## config.mk

```make
export PLATFORM = sky130hd
export DESIGN_NAME = hvls_ram
export DESIGN_NICKNAME = d
export VERILOG_FILES = /design/src/sv/hvls_ram.sv
export SDC_FILE = /design/constraint.sdc
export NUM_CORES = 2
export LEC_CHECK = 0
export BUFFER_PORTS_ARGS = -buffer_cell sky130_fd_sc_hd__buf_4
export CAP_MARGIN = 20
export CORE_MARGIN = 2
export CORE_UTILIZATION = 41
export CTS_CLUSTER_DIAMETER = 50
export DETAILED_ROUTE_END_ITERATION = 12
export GPL_ROUTABILITY_DRIVEN = 0
export SYNTH_ARGS = -nofsm -noshare
export SYNTH_HDL_FRONTEND = slang
export SYNTH_SLANG_ARGS = --single-unit
export TNS_END_PERCENT = 20
```

## constraint.sdc

```tcl
create_clock -name aclk -period 4.9 [get_ports aclk]
set_input_delay 0.49 -clock aclk [delete_from_list [all_inputs] [get_ports aclk]]
set_output_delay 0.49 -clock aclk [all_outputs]
set_load 0.005 [all_outputs]
```

## src/sv/hvls_ram.sv

```systemverilog
// Generic simple dual-port RAM with registered read.
module hvls_ram #(
    parameter int WIDTH = 16,
    parameter int DEPTH = 256
) (
    input  logic                     aclk,
    input  logic                     we,
    input  logic [$clog2(DEPTH)-1:0] waddr,
    input  logic [WIDTH-1:0]         wdata,
    input  logic                     re,
    input  logic [$clog2(DEPTH)-1:0] raddr,
    output logic [WIDTH-1:0]         rdata
);

    logic [WIDTH-1:0] mem_reg [DEPTH];

    always_ff @(posedge aclk) begin
        if (we) begin
            mem_reg[waddr] <= wdata;
        end
        if (re) begin
            rdata <= mem_reg[raddr];
        end
    end

endmodule

```

==> impl_results.md <==
* Largest register FFs at 4096
* Max-slew violation count at 0
* Ports at 51
* Critical Path Sink Type: flip-flop
* CTS Sinks at 4112
* H-tree depth at 5
* Initial DRC Count at 10800
* Largest net degree at the start of global routing at 161
* Number of global-route vias before repair at 78700
* Largest family of logic cells by synthesized area: multiplexers
* Distinct cells, synth at 51
* Power density over cell area at 415 mW/mm^2
* Hold depth at 1
* RSZ-0062 raised after global routing: no
* Final Skew at 0.0411 ns
* Crit Path Category: input pin to flip-flop
* CP max stage delay at 0.95 ns
* Final setup viols at 0
* Min-delay worst type: input pin to flip-flop
* Skew-Pair Late Insertion Delay at 0.95 ns
* CTS Buf Count at 426
* Post-layout net count at 7916
* Yosys top cell by area: edfxtp_1
* RR Startpoint: mem_reg[130][14]$_DFFE_PP_
* Clock transition at path regs at 0.06 ns
* Post-synthesis register bit count at 4112
* CP bufs+invs at 2
* Syn Nets at 7395
* Fraction of the yosys area taken by sequential cells at 77.7%
* Hold Buf Count CTS at 7
* R2R Setup Slk at 1.60 ns
* Total global-route track usage at 21.3%
* Chip width at 626 um
* Worst-case reg-to-reg path depth at 7
* Resized Gates After CTS at 0
* CTS max path bufs at 4
* WP data required at 5.55 ns
* Area contributors post-synth: edfxtp_1 (78%), mux4_2 (11%), mux2i_1 (3.6%), o221ai_1 (1.4%), nor2_1 (0.72%)
* Share of the synthesized area in the top cell type at 77.7%
* Maximum vdd drop at 0.344 mV
* Global-route wire length before repair at 599000 um
* Simple-gate portion of the synthesized area at 1.57%
* Crit Path Max Fanout at 58
* Synthesized instance count at 7360
* Antenna Nets Post-Route at 0
* Die ar. at 0.392 mm^2
* Hold endpoint: mem_reg[179][8]$_DFFE_PP_
* Hold path startpoint: wdata[8]
* WL per Instance at 31.5 um
* Row count at 228
* Final Cycle Share at 70.0%
* Main synth FF type: edfxtp_1
* Number of post-CTS setup repair buffers at 0
* First-pass DRT Iterations at 6
* Reg-to-Reg End: rdata[14]$_DFFE_PP_
* Adder-cell area share of the yosys netlist at 0%
* Cell Area, Synth at 0.159 mm^2
* Port bufs at 50
* Instance area at placement at 0.168 mm^2
* Worst Path Arrival at 4.08 ns
* Syn avg cell area at 21.6 um^2
* LEAKAGE at 57.7 nW
* Syn-to-layout area delta at 15.0%
* Max-slew headroom at 13.4%
* Critical path's slowest cell: o32ai_1
* Fin crit period at 3.43 ns
* Core area at 0.386 mm^2
* CP startpoint kind: input pin
* Worst-margin pin slew at 1.30 ns
* CTS tree: yes
* Initial antenna violation count at 32
* Critical path, cell by cell: buf_8 > buf_4 > mux4_2 > mux4_2 > a22o_1 > o32ai_1 > nor4_1
* Mux share of post-synthesis cell area at 15.5%
* Gr ovfl total at 0
* Initial Util at 41.2%
* Final Instance Area at 0.183 mm^2
* MaxCap Viol Count at 0
* Final Hold Viols at 0
* Synth Area in XOR/XNOR at 0%
* Async S/R FF share, synth at 0%
* Vias per cell at 5.89
* Root Buffer: clkbuf_16
* Setup TNS at 0 ns
* Fmax at 0.291 GHz
* # DRC at 0
* Drt total wl at 423000 um
* Vias post-DR at 79100
* DP HPWL at 254000 um
* Cell family with the largest share of critical-path delay: compound AO/OA/AOI/OAI gates
* Status: finished, final reports clean
* Compound-gate portion of the synthesized area at 3.53%
* Layout cells sized above 1 at 26.5%
* Synth warn at 0
* Most used cell along the critical path: mux4_2
* Vert. Die Dim at 626 um
* Number of synthesized flops with an enable pin at 4112
[stage by stage]
stage	hold slack, ns	setup WS (ns)	power [mW]	cells	util, %
final	0.0483	1.47	75.8	13400	47.4
after global routing	0.0378	1.46	77.8	13400	47.4
after CTS	0.00732	1.47	76.3	13400	47.3
after detailed placement	0.956	0.438	43.3	12600	43.5
after global placement	0.938	0.348	43.2	12600	43.5
after floorplan	0.589	2.16	41.5	7360	-
[worst max-delay path by stage]
stage / from / end / slack (ns) / depth (start not counted)
final: raddr[1] / rdata[3]$_DFFE_PP_ / 1.47 / 7
after global routing: raddr[1] / rdata[14]$_DFFE_PP_ / 1.46 / 9
after CTS: raddr[1] / rdata[14]$_DFFE_PP_ / 1.47 / 9
after detailed placement: raddr[1] / rdata[14]$_DFFE_PP_ / 0.44 / 9
after global placement: raddr[1] / rdata[0]$_DFFE_PP_ / 0.35 / 7
after floorplan: raddr[0] / rdata[4]$_DFFE_PP_ / 2.16 / 8
[worst register-to-register path, stage by stage (launching register included)]
cell,delay (ns)
edfxtp_1,0.38
mux4_2,0.46
mux2_2,0.32
a221oi_1,0.61
o31ai_1,0.34
buf_4,0.23
o32ai_1,0.49
nor4_1,0.16
[power by group]
group / switching, mW / internal (mW) / leakage, nW
clock network: 13.8 / 19.5 / 7.02
logic: 2.38 / 1.25 / 13.7
registers: 0.0618 / 38.8 / 37.0
total: 16.2 / 59.5 / 57.7
[placed cells by master (no fill, tap or decap), drive strengths merged, types with 30 or more instances in the layout]
master and instances:
nor2 304, clkinvlp 30, a21oi 175, clkbuf 498, bufinv 61, nand3 35, a22oi 43, clkinv 181
mux2 88, a22o 32, o22ai 148, inv 33, mux2i 565, buf 536, o21ai 38, edfxtp 4112
nand2 38, mux4 797, nor3 92, o221ai 253
[synth_stat cells (35+ instances only)]
library cell and n:
o22ai_1 148, nor2_1 304, nand3_1 35, nand2_1 38, nor3_1 92, buf_6 77
mux2_2 88, mux4_2 797, mux2i_1 565, buf_2 76, clkbuf_1 230, edfxtp_1 4112
a22oi_1 43, a21oi_1 175, o21ai_0 37, o221ai_1 252
[area by class of cell]
| type | count | area, um^2 |
|---|---|---|
| tap | 5175 | 6470 |
| antenna | 7 | 17.5 |
| clock inverter | 301 | 3510 |
| sequential | 4112 | 123000 |
| multi-input combinational | 2792 | 33000 |
| fill | 31400 | 203000 |
| inverter | 4 | 27.5 |
| timing repair buffer | 545 | 5110 |
| clock buffer | 496 | 11000 |
[per-layer routing]
layer	global-route usage, %	part of all wire (%)
met5	0	0.017
met3	3.89	8.8
met4	6.91	3.5
met1	30.5	41
met2	33.2	47
[logic make-up after synthesis]
kind of cell    Yosys count
simple gates            556
flops                  4112
mux                    1450
compound gates          786
buf+inv                 456
(Power assumes the default switching activity.)
